--- config.mk ---
export PLATFORM = sky130hd
export DESIGN_NAME = rda_pick
export DESIGN_NICKNAME = d
export VERILOG_FILES = /design/src/rtl/rda_pkg.sv /design/src/rtl/rda_pick.sv
export SDC_FILE = /design/constraint.sdc
export NUM_CORES = 1
export LEC_CHECK = 0
export ABC_AREA = 1
export BUFFER_PORTS_ARGS = -buffer_cell sky130_fd_sc_hd__buf_2
export CORE_AREA = 2 2 39 41
export DETAILED_ROUTE_END_ITERATION = 7
export DIE_AREA = 0 0 41 43
export PLACE_DENSITY = 0.6
export SETUP_SLACK_MARGIN = 0.5
export SLEW_MARGIN = 15
export SYNTH_ARGS = -nofsm -noshare
export SYNTH_HDL_FRONTEND = slang
export SYNTH_SLANG_ARGS = --single-unit
--- constraint.sdc ---
create_clock -name vclk -period 2
set_clock_uncertainty 0.1 [all_clocks]
set_input_delay 0.1 -clock vclk [all_inputs]
set_output_delay 0.1 -clock vclk [all_outputs]
set_load 0.01 [all_outputs]
--- src/rtl/rda_pkg.sv ---
// Shared types and constants of the register descriptor allocator.
// Used by the channel interfaces and the allocator RTL modules other than rda_checker; depends on nothing.
`default_nettype none

package rda_pkg;

    localparam int NUM_REGS_DEF = 4;
    localparam int NUM_VARS_DEF = 16;

    localparam int VAR_W      = 4;
    localparam int REG_REQ_W  = 2;
    localparam int LOC_W      = 4;
    localparam int NEXT_USE_W = 16;

    typedef enum logic [0:0] {
        OP_OPERAND = 1'b0,
        OP_LOAD    = 1'b1
    } rda_op_t;

    typedef struct packed {
        rda_op_t                 op;
        logic [VAR_W-1:0]        var_req;
        logic [REG_REQ_W-1:0]    reg_req;
        logic                    prefer_register;
        logic                    first_operand;
        logic [NEXT_USE_W-1:0]   next_use;
    } rda_item_t;

    typedef struct packed {
        logic                    is_register;
        logic [LOC_W-1:0]        location;
        logic                    needs_spill;
    } rda_result_t;

    // Outcome of the register choice, handed from the picker to the top level.
    typedef struct packed {
        logic                    needs_spill;
        logic [LOC_W-1:0]        reg_idx;
    } rda_pick_t;

endpackage

`default_nettype wire

--- src/rtl/rda_pick.sv ---
// Priority register choice for an operand that needs a register.
// Depends on rda_pkg; takes per-register status from rda_state.
`default_nettype none

module rda_pick import rda_pkg::*; #(
    parameter int NUM_REGS = NUM_REGS_DEF
) (
    input  logic [NUM_REGS-1:0] free,
    input  logic [NUM_REGS-1:0] held,
    input  logic [NUM_REGS-1:0] empty,
    input  logic [NUM_REGS-1:0] dead,
    output logic [NUM_REGS-1:0] grant,
    output rda_pick_t           pick
);

    logic [NUM_REGS-1:0] reuse_set;
    logic [NUM_REGS-1:0] empty_set;
    logic [NUM_REGS-1:0] dead_set;
    logic [NUM_REGS-1:0] cand;

    assign reuse_set = held  & free;
    assign empty_set = empty & free;
    assign dead_set  = dead  & free;

    // When every register is claimed, register 0 is taken again.
    always_comb
    begin
        if (|reuse_set)
        begin
            cand = reuse_set;
        end
        else if (|empty_set)
        begin
            cand = empty_set;
        end
        else if (|dead_set)
        begin
            cand = dead_set;
        end
        else if (|free)
        begin
            cand = free;
        end
        else
        begin
            cand = NUM_REGS'(1);
        end
    end

    // Isolate the lowest set bit.
    assign grant = cand & ~(cand - NUM_REGS'(1));

    always_comb
    begin
        pick.reg_idx = '0;
        for (int r = 0; r < NUM_REGS; r++)
        begin
            if (grant[r])
            begin
                pick.reg_idx = pick.reg_idx | LOC_W'(r);
            end
        end
        // A register that already holds the operand needs no spill.
        pick.needs_spill = !(|reuse_set) && |(grant & ~empty);
    end

endmodule

`default_nettype wire

# Word level (Yosys, flattened, before mapping)
# Index checks and enable logic that the tools add are counted.
[classes] n_reduce_logical=7 add_sub_neg=1 muxes=7 bitwise=7
[op_table] op="4-bit AND" count=5
[op_table] op="4-bit OR reduction" count=5
[op_table] op="4-bit two-way mux" count=4
[op_table] op="4-bit NOT" count=2
[op_table] op="2-bit two-way mux" count=2
[op_table] op="4-bit by 1-bit subtractor with 4-bit output (second input constant)" count=1
[op_table] op="1-bit logical AND" count=1
[op_table] op="1-bit logical NOT" count=1
[op_table] op="1-bit two-way mux" count=1
[word_totals] output_inout_bits=9 ff_bits=0 input_bits=16 elab_cells=22

# Logic depth before layout (Yosys ltp)
[depth] word_depth=11 depth_mapped=12 mapped_depth_nobuf=12

# Worst setup path after synthesis
# No wires, ideal clock.
[synth_timing] path_type="in2out" startpoint="in dead[0]" endpoint="out pick[4] in the netlist's numbering" n_path_buf=0 path_slack_ns=0.752 arrival_time_ns=1.048 stages=12 cell_sequence="nand2_1 -> inv_1 -> o21bai_1 -> nand3_1 -> nand2_1 -> nand2_2 -> nand2_4 -> nor2_4 -> nand3_1 -> nand2_1 -> nor2_1 -> nor2_1"
[synth_lines] item="from (decl)" line="rda_pick.sv:11" source="input logic [NUM_REGS-1:0] dead,"
[synth_lines] item="to (decl)" line="rda_pick.sv:13" source="output rda_pick_t pick"

==> run summary <==
Pins over their slew limit = 0
Multi-input gate area = 360 um^2
Routed Antenna Nets = 0
Min-Delay Path Class = in2out
Fin. Hold Viols = 0
Top-count cell post-synth = nand2_1
Placed cell area = 447 um^2
CP startpoint kind = input port
CP startpoint = free[3]
Final weighted congestion in routability-driven placement = 0.793
Grt total ovfl = 0
Design area = 619 um^2
Drt pass-1 iters = 2
Worst Hold Launch = free[0]
Area growth syn-to-layout = 91.9%
Max Cap Viol = 0
Initial core utilization = 0.233
Setup violators final = 0
IO Port Bufs = 23
Hold Buf Count CTS = 0
Power per cell area = 266 nW/um^2
Fill count = 146
Register area share after synthesis = 0
Peak supply drop = 0.000103 V
Seq Cell Count = 0
Distinct cell type count after synthesis = 17
Synth top area share = 0.233
Post-synth top cells = nand2_1 (20), inv_1 (11), nor2_1 (7), nand2_2 (6), nand3_1 (4)
Mapped Cells = 65
Total negative slack = 0 ps
DR WL/cell = 9.78 um
Largest net degree at the start of global routing = 7
Via count = 489
Nets@finish = 112
Reg area = 0 um^2
Fin crit period = 1470 ps
Crit Path Class = in2out
Status = completed
Initial DRC count = 4
Remaining DRCs = 0
Total die area = 1760 um^2
Routed vias/inst = 4.45
Area contributors post-synth = nand2_1 (23%), inv_1 (13%), nand2_2 (12%), nor2_1 (8.1%), nand2_4 (7.0%)
Initial antenna violation count = 0
Global Route Usage Sum = 0.105
Vias in the first global route = 332
# clk buffers = 0
WP data arrival = 1270 ps
Fmax = 0.680 GHz
WL final = 1080 um
Fin crit share = 0.735
RSZ-0062 raised after global routing = yes
Core area = 1380 um^2
Post-Synthesis Cell Area = 323 um^2
# diodes = 0
Synthesized area per cell = 4.97 um^2
Global-route wire length before repair = 1400 um
DIE WIDTH = 41 um
Post-DP HPWL = 784 um
Setup crit end kind = primary output
P_leak = 0.364 nW
Io pins = 25
Synth area leader = nand2_1
CP max FO = 4
Fraction of layout cells with a size suffix above 1 = 0.660
Row cnt = 14
Vert. Die Dim = 43 um
Crit path required time = 1800 ps
Yosys warnings = 0
report_power, final:
group	switching (mW)	leakage (nW)	internal, mW
Sequential	0	0	0
Combinational	0.0883	0.364	0.0764
Clock	0	0	0
Total	0.0883	0.364	0.0764
critical path, cell delays in order:
cell and delay [ps]:
buf_4 130, nand2_4 70, nand2_4 70, o21bai_4 130, nand3_2 80, nand2_2 100, nand2_2 70, nand2_4 100
nor2_4 40, nand3_2 40, nand2_1 50, nor2_1 100, nor2_1 50, buf_2 130
metrics by stage:
| step | util | instances | total power [mW] | setup slack, ps | hold slack (ps) |
|---|---|---|---|---|---|
| finish | 0.448 | 110 | 0.165 | 530 | 459 |
| global route | 0.448 | 110 | 0.180 | 404 | 480 |
| CTS | 0.325 | 103 | 0.115 | 505 | 520 |
| detailed placement | 0.323 | 103 | 0.114 | 491 | 519 |
| global placement | 0.323 | 103 | 0.114 | 453 | 519 |
| floorplan | - | 66 | 0.0747 | 752 | 257 |
layout make-up:
class                           count  area share
Timing Repair Buffer               30       0.319
Tap cell                           16      0.0323
Multi-Input combinational cell     53       0.582
Inverter                           11      0.0667
final timing paths:
check / depth (start not counted) / slack, ps / end
setup / recovery: 14 / 530 / pick[4]
hold / removal: 4 / 460 / grant[0]
routing by layer:
layer	GRT usage	wire length, um	part of all wire	vias up
li1	-	-	-	255
met1	0.155	448	0.42	219
met2	0.175	562	0.52	13
met3	0	48	0.045	2
met4	0	17	0.016	0
met5	0	0	0	-
kinds of logic (layout without fill, tap and decap cells):
group / Yosys count / in the layout / share of synthesized area
buf+inv: 13 / 41 / 0.174
simple gates: 44 / 44 / 0.690
other cells: 1 / 2 / 0.0116
compound gates: 7 / 7 / 0.124
cells in the final DEF, fill, tap and decap left out, types with 3 or more instances in the layout:
cell type,netlist,layout
buf_2,0,19
nand2_2,6,13
nand2_1,20,9
inv_1,11,8
buf_4,2,8
nor2_1,7,7
nand2_4,2,6
inv_2,0,3
nand3_2,0,3
timing repair:
action,4_1_cts,5_1_grt
endpoints found under the hold margin,0,0
pin swaps,0,26
buffers inserted,0,7
resized for setup,1,36
endpoints found under the setup margin,1,2
Power figures use the tool's default switching activity.
