File: config.mk
export PLATFORM = sky130hd
export DESIGN_NAME = rda_state
export DESIGN_NICKNAME = d
export VERILOG_FILES = /design/src/rtl/rda_pkg.sv /design/src/rtl/rda_state.sv
export SDC_FILE = /design/constraint.sdc
export NUM_CORES = 1
export LEC_CHECK = 0
export BUFFER_PORTS_ARGS = -buffer_cell sky130_fd_sc_hd__buf_4
export CORE_ASPECT_RATIO = 1.2
export CORE_MARGIN = 2
export CORE_UTILIZATION = 30
export CTS_BUF_LIST = sky130_fd_sc_hd__clkbuf_2
export CTS_CLUSTER_SIZE = 24
export DETAILED_ROUTE_END_ITERATION = 6
export SYNTH_ARGS = -nofsm -noshare
export SYNTH_HDL_FRONTEND = slang
export SYNTH_SLANG_ARGS = --single-unit
File: constraint.sdc
create_clock -name clk -period 2.3 [get_ports clk]
set_input_delay 0.115 -clock clk [delete_from_list [all_inputs] [get_ports clk]]
set_output_delay 0.115 -clock clk [all_outputs]
set_load 0.01 [all_outputs]
File: src/rtl/rda_pkg.sv
// Shared types and constants of the register descriptor allocator.
// Used by the channel interfaces and the allocator RTL modules other than rda_checker; depends on nothing.
`default_nettype none

package rda_pkg;

    localparam int NUM_REGS_DEF = 4;
    localparam int NUM_VARS_DEF = 16;

    localparam int VAR_W      = 4;
    localparam int REG_REQ_W  = 2;
    localparam int LOC_W      = 4;
    localparam int NEXT_USE_W = 16;

    typedef enum logic [0:0] {
        OP_OPERAND = 1'b0,
        OP_LOAD    = 1'b1
    } rda_op_t;

    typedef struct packed {
        rda_op_t                 op;
        logic [VAR_W-1:0]        var_req;
        logic [REG_REQ_W-1:0]    reg_req;
        logic                    prefer_register;
        logic                    first_operand;
        logic [NEXT_USE_W-1:0]   next_use;
    } rda_item_t;

    typedef struct packed {
        logic                    is_register;
        logic [LOC_W-1:0]        location;
        logic                    needs_spill;
    } rda_result_t;

    // Outcome of the register choice, handed from the picker to the top level.
    typedef struct packed {
        logic                    needs_spill;
        logic [LOC_W-1:0]        reg_idx;
    } rda_pick_t;

endpackage

`default_nettype wire

File: src/rtl/rda_state.sv
// Register descriptor table, claimed-register set and latched next-use mask.
// Depends on rda_pkg; produces per-register status for rda_pick.
`default_nettype none

module rda_state import rda_pkg::*; #(
    parameter int NUM_REGS = NUM_REGS_DEF,
    parameter int NUM_VARS = NUM_VARS_DEF
) (
    input  logic                clk,
    input  logic                rst_n,
    input  logic                update,
    input  rda_item_t           item,
    input  logic [NUM_REGS-1:0] grant,
    output logic [NUM_REGS-1:0] free,
    output logic [NUM_REGS-1:0] held,
    output logic [NUM_REGS-1:0] empty,
    output logic [NUM_REGS-1:0] dead
);

    // One row per register, one bit per variable. The address descriptor is the
    // column of this table, so it is not stored twice.
    logic [NUM_VARS-1:0]   holds_reg  [NUM_REGS];
    logic [NUM_VARS-1:0]   holds_next [NUM_REGS];
    logic [NUM_REGS-1:0]   claimed_reg;
    logic [NUM_REGS-1:0]   claimed_next;
    logic [NEXT_USE_W-1:0] next_use_reg;
    logic [NEXT_USE_W-1:0] next_use_next;

    logic [NUM_VARS-1:0]   var_hit;
    logic [NUM_VARS-1:0]   live;
    logic [NUM_REGS-1:0]   reg_hit;
    logic [NUM_REGS-1:0]   claimed_eff;
    logic [NEXT_USE_W-1:0] next_use_eff;

    // Out-of-range numbers decode to no hit, which leaves the table alone.
    always_comb
    begin
        for (int i = 0; i < NUM_VARS; i++)
        begin
            var_hit[i] = (int'(item.var_req) == i);
        end
        for (int r = 0; r < NUM_REGS; r++)
        begin
            reg_hit[r] = (int'(item.reg_req) == r);
        end
    end

    // The first operand of an instruction sees a cleared claim set and its own mask.
    assign claimed_eff  = item.first_operand ? '0 : claimed_reg;
    assign next_use_eff = item.first_operand ? item.next_use : next_use_reg;

    // Variables beyond the mask width never count as live.
    for (genvar gi = 0; gi < NUM_VARS; gi++)
    begin : g_live
        if (gi < NEXT_USE_W)
        begin : g_in
            assign live[gi] = next_use_eff[gi];
        end
        else
        begin : g_out
            assign live[gi] = 1'b0;
        end
    end

    always_comb
    begin
        for (int r = 0; r < NUM_REGS; r++)
        begin
            held[r]  = |(holds_reg[r] & var_hit);
            empty[r] = ~|holds_reg[r];
            dead[r]  = ~|(holds_reg[r] & live);
        end
        free = ~claimed_eff;
    end

    always_comb
    begin
        holds_next    = holds_reg;
        claimed_next  = claimed_reg;
        next_use_next = next_use_reg;
        if (update)
        begin
            if (item.op == OP_LOAD)
            begin
                for (int r = 0; r < NUM_REGS; r++)
                begin
                    if (reg_hit[r])
                    begin
                        holds_next[r] = holds_reg[r] | var_hit;
                    end
                end
            end
            else
            begin
                claimed_next  = claimed_eff;
                next_use_next = next_use_eff;
                if (item.prefer_register)
                begin
                    claimed_next = claimed_eff | grant;
                end
            end
        end
    end

    always_ff @(posedge clk or negedge rst_n)
    begin
        if (!rst_n)
        begin
            for (int r = 0; r < NUM_REGS; r++)
            begin
                holds_reg[r] <= '0;
            end
            claimed_reg  <= '0;
            next_use_reg <= '0;
        end
        else
        begin
            holds_reg    <= holds_next;
            claimed_reg  <= claimed_next;
            next_use_reg <= next_use_next;
        end
    end

endmodule

`default_nettype wire

# [Word level (Yosys, flattened, before mapping)]
# Index checks and enable logic that the tools add are counted.
[word_totals] output_inout_bits=16 ff_bits=84
[classes] bitwise_logic=15 n_mux=3 n_eq_ne=18 reduce_logical=27
[op_table] op="$reduce_or 16->1" count=12
[op_table] op="$and 16x16->16" count=8
[op_table] op="$or 16x16->16" count=4
[op_table] op="$eq 4x4->1 const B" count=8
[op_table] op="$eq 4x3->1 const B" count=4
[op_table] op="$mux 16" count=1
[op_table] op="$reduce_and 3->1" count=4
[op_table] op="$eq 4x2->1 const B" count=2
[op_table] op="$logic_not 1->1" count=8
[op_table] op="$mux 4" count=2
[op_table] op="$eq 2x2->1 const B" count=2
[op_table] op="$eq 4x1->1 const B" count=1
[op_table] op="$logic_not 4->1" count=1
[op_table] op="$not 4->4" count=1
[op_table] op="$or 4x4->4" count=1
[op_table] op="$eq 2x1->1 const B" count=1
[op_table] op="$logic_not 2->1" count=1
[op_table] op="$reduce_and 2->1" count=1
[op_table] op="$not 1->1" count=1

# [Longest topological paths before layout]
[depth] ltp_word=4 ltp_mapped=6 ltp_nobuf=4

# [Least setup slack after synthesis]
# Ideal clock, no wire load.
[synth_path] path_type="register to output" startpoint="register holds_reg[10] (netlist bit)" endpoint="output held[3]" required_time_ps=2185 arrival_ps=1402 path_slack_ps=783 path_stages_with_launch=4 cell_sequence="dfrtp_1 -> mux2_1 -> a221oi_1 -> or4b_1"
[synth_via] elab_chain_cells=2
[synth_lines] item="from (decl)" line_no="rda_state.sv:22" text="logic [NUM_VARS-1:0] holds_reg [NUM_REGS];"
[synth_lines] item="from (signal assigned)" line_no="rda_state.sv:118" text="holds_reg <= holds_next;"
[synth_lines] item="$and 16x16->16" line_no="rda_state.sv:69" text="held[r] = |(holds_reg[r] & var_hit);"
[synth_lines] item="$reduce_or 16->1" line_no="rda_state.sv:69"
[synth_lines] item="to (decl)" line_no="rda_state.sv:15" text="output logic [NUM_REGS-1:0] held,"
# Every way passes these cells.

# [Worst setup path in the final report]
# Same ends and word-level chain as after synthesis.

==> reports/summary.txt <==
Initial detailed-routing violation count -> 545
Vias in the first global route -> 3899
CP startpoint kind -> register
Largest register FFs -> 64
Final Setup Violations -> 0
DR WL/cell -> 21.8 µm
GPL Wtd Cong -> 0.973
Worst-path fanout max -> 2
DRT Pass-1 Iters -> 7
Lkg Pwr -> 2.62 nW
Fill count -> 1378
Hold/Removal Path Class -> in -> async
Reg2reg setup slack -> 1.00 ns
Final Hold Vio Count -> 0
Yosys synthesis warning count -> 0
WS Path Type -> reg -> out
DRC viols -> 22
Met2 Use GR -> 30.3%
Final ANT Viol Nets -> 0
Core Box Area -> 13900 µm²
Synthesized Nets -> 409
Total track usage -> 18.8%
Port buffer count -> 47
Deepest clock path buffer count -> 2
Worst r2r dst -> claimed_reg[3]
Worst-skew pair later-pin latency -> 0.54 ns
Relative slew slack -> 44.7%
Unique masters post-synth -> 41
Slew @ Worst Pin -> 0.823 ns
R2R cell count -> 2
Fin Hold WS -> 0.0249 ns
Row cnt -> 47
FF+latch area -> 2100 µm²
Max H-tree Level -> 3
Area of the multi-input gates -> 2140 µm²
Seq/Total Area, Yosys -> 49.0%
Syn_area_per_cell -> 11.4 µm²
Yosys reg bits -> 84
Worst Clk Skew -> 0 ns
Clock transition at the registers of the reported paths -> 0.22 ns
EDFF count, synth -> 0
CTS tree -> yes
Required time of the critical path -> 2.18 ns
CP Capture Type -> primary output
Die Area -> 15300 µm²
Die Y -> 135 µm
Largest net degree at the start of global routing -> 50
Status -> finished, violations left
Final min period -> 2.26 ns
Met1 GRT Util -> 24.8%
Initial antenna violation count -> 1
Ratio of cells with drive above 1 in the final layout -> 28.6%
Synthesis-to-layout area growth -> 25.0%
Die width -> 113 µm
Critical path arrival -> 2.14 ns
Starting Density -> 30.9%
Root Driver -> clkbuf_2
Final wirelength -> 14.0 mm
Vias per cell -> 5.89
Ys flop type -> dfrtp_1
Top-level port count -> 48
Final period util -> 98.1%
CTS Buf Count -> 9
Cell Area, Synth -> 4290 µm²
Max Fclk -> 0.443 GHz
Peak VDD IR -> 0.000311 V
Top Usage Layer GRT -> met2
First-pass GRT wire length -> 22.0 mm
Via Count -> 3771
Setup_tns -> 0 ns
Post-DP HPWL -> 9.86 mm
Ys async rst share -> 100%
Met3 Usage GRT -> 3.19%
Worst r2r src -> claimed_reg[3]
Unrepaired setup endpoints after global routing -> yes
Clk sinks -> 84
Max_cap viols -> 0
PwrDens -> 672 nW/µm²
Fin. max-slew vios -> 0
Layout net count -> 495
Cells after Synth -> 377
GR Overflow Total -> 0
Failing checks -> design-rule violations
## cell families after synthesis
family	share of synthesized area (%)
compound gates	22.7
simple gates	13.7
flops	49.0
mux	12.2
buf+inv	2.45
## layout by cell type (no fill, tap or decap), drive strengths merged, types with 5 or more instances in the layout
cell type / instances
dfrtp: 84
buf: 66
a21o: 48
a22oi: 39
mux2: 34
dlygate4sd3: 30
nor4: 18
o21bai: 16
mux2i: 14
nand2: 12
nor2: 10
nand2b: 9
clkbuf: 9
nor3: 9
nand4: 8
o22ai: 6
and4: 5
## report_power, final
part,internal [W],total [W],switching (W)
clock,0.000133,0.000645,0.000512
sequential,0.00169,0.00194,0.000252
combinational,0.000537,0.00101,0.000478
## per-layer routing
layer / wire [µm] / vias up
met5: 0 / -
met4: 516 / 0
met3: 943 / 52
met2: 6680 / 201
met1: 5840 / 1864
li1: - / 1654
## Yosys cell counts, drive strengths merged (2+ instances only)
master	count	area share, %
and4	5	1.0
or3b	2	0.41
a221oi	3	0.61
mux2	34	8.9
a22oi	39	6.8
nor2	10	0.87
o21bai	16	2.8
nand2b	9	1.3
or2	4	0.58
nand2	12	1.0
dfrtp	84	49
o32ai	2	0.41
o2bb2ai	4	0.82
a21oi	2	0.23
or4b	3	0.70
a22o	4	0.82
nand4	8	1.2
nor4	18	2.6
a21o	48	8.4
nor3b	3	0.52
o22ai	6	0.87
nor2b	2	0.29
a31oi	3	0.44
clkbuf	12	1.0
nor3	9	1.0
buf	9	1.4
mux2i	14	3.3
and2	2	0.29
## cell type report
type                    instances  area share (%)
multi-input cells             272            39.8
flip-flops and latches         84            39.3
repair buffers                 96            15.2
well taps                     171            3.99
clock buffers                   9           0.840
clock inverters                 7           0.817
diodes                          1          0.0467
## stage by stage
step	area (µm²)	setup slack [ns]	std cells	utilization [%]	total power [W]
2_1_floorplan	4290	0.783	377	-	0.00241
3_3_place_gp	4800	0.515	579	34.6	0.00279
3_5_place_dp	4800	0.426	579	34.6	0.00282
4_1_cts	5310	0.0119	635	38.2	0.00357
5_1_grt	5360	-0.0722	640	38.6	0.00377
6_report	5360	0.0441	640	38.6	0.00360
## critical path: stages, from the launching register on
cell and delay [ns]:
dfrtp_2 0.47, mux2_4 0.27, a221oi_2 0.22, or4b_4 0.49, buf_6 0.14
## repair_timing
action	4_1_cts	5_1_grt
hold buffers	30	0
setup endpoints to repair	3	7
pin swaps	1	2
buffers inserted	10	4
resized for setup	12	4
hold endpoints to repair	120	0
## how the worst max path moves through the flow
| stage | depth (start not counted) | to | start |
|---|---|---|---|
| finish | 4 | held[3] | holds_reg[10] |
| detailed placement | 5 | held[2] | item[21] |
| CTS | 4 | held[3] | holds_reg[10] |
| global placement | 5 | held[3] | item[21] |
| global route | 5 | held[3] | holds_reg[2] |
| floorplan | 3 | held[3] | holds_reg[10] |
(Power assumes the default switching activity.)
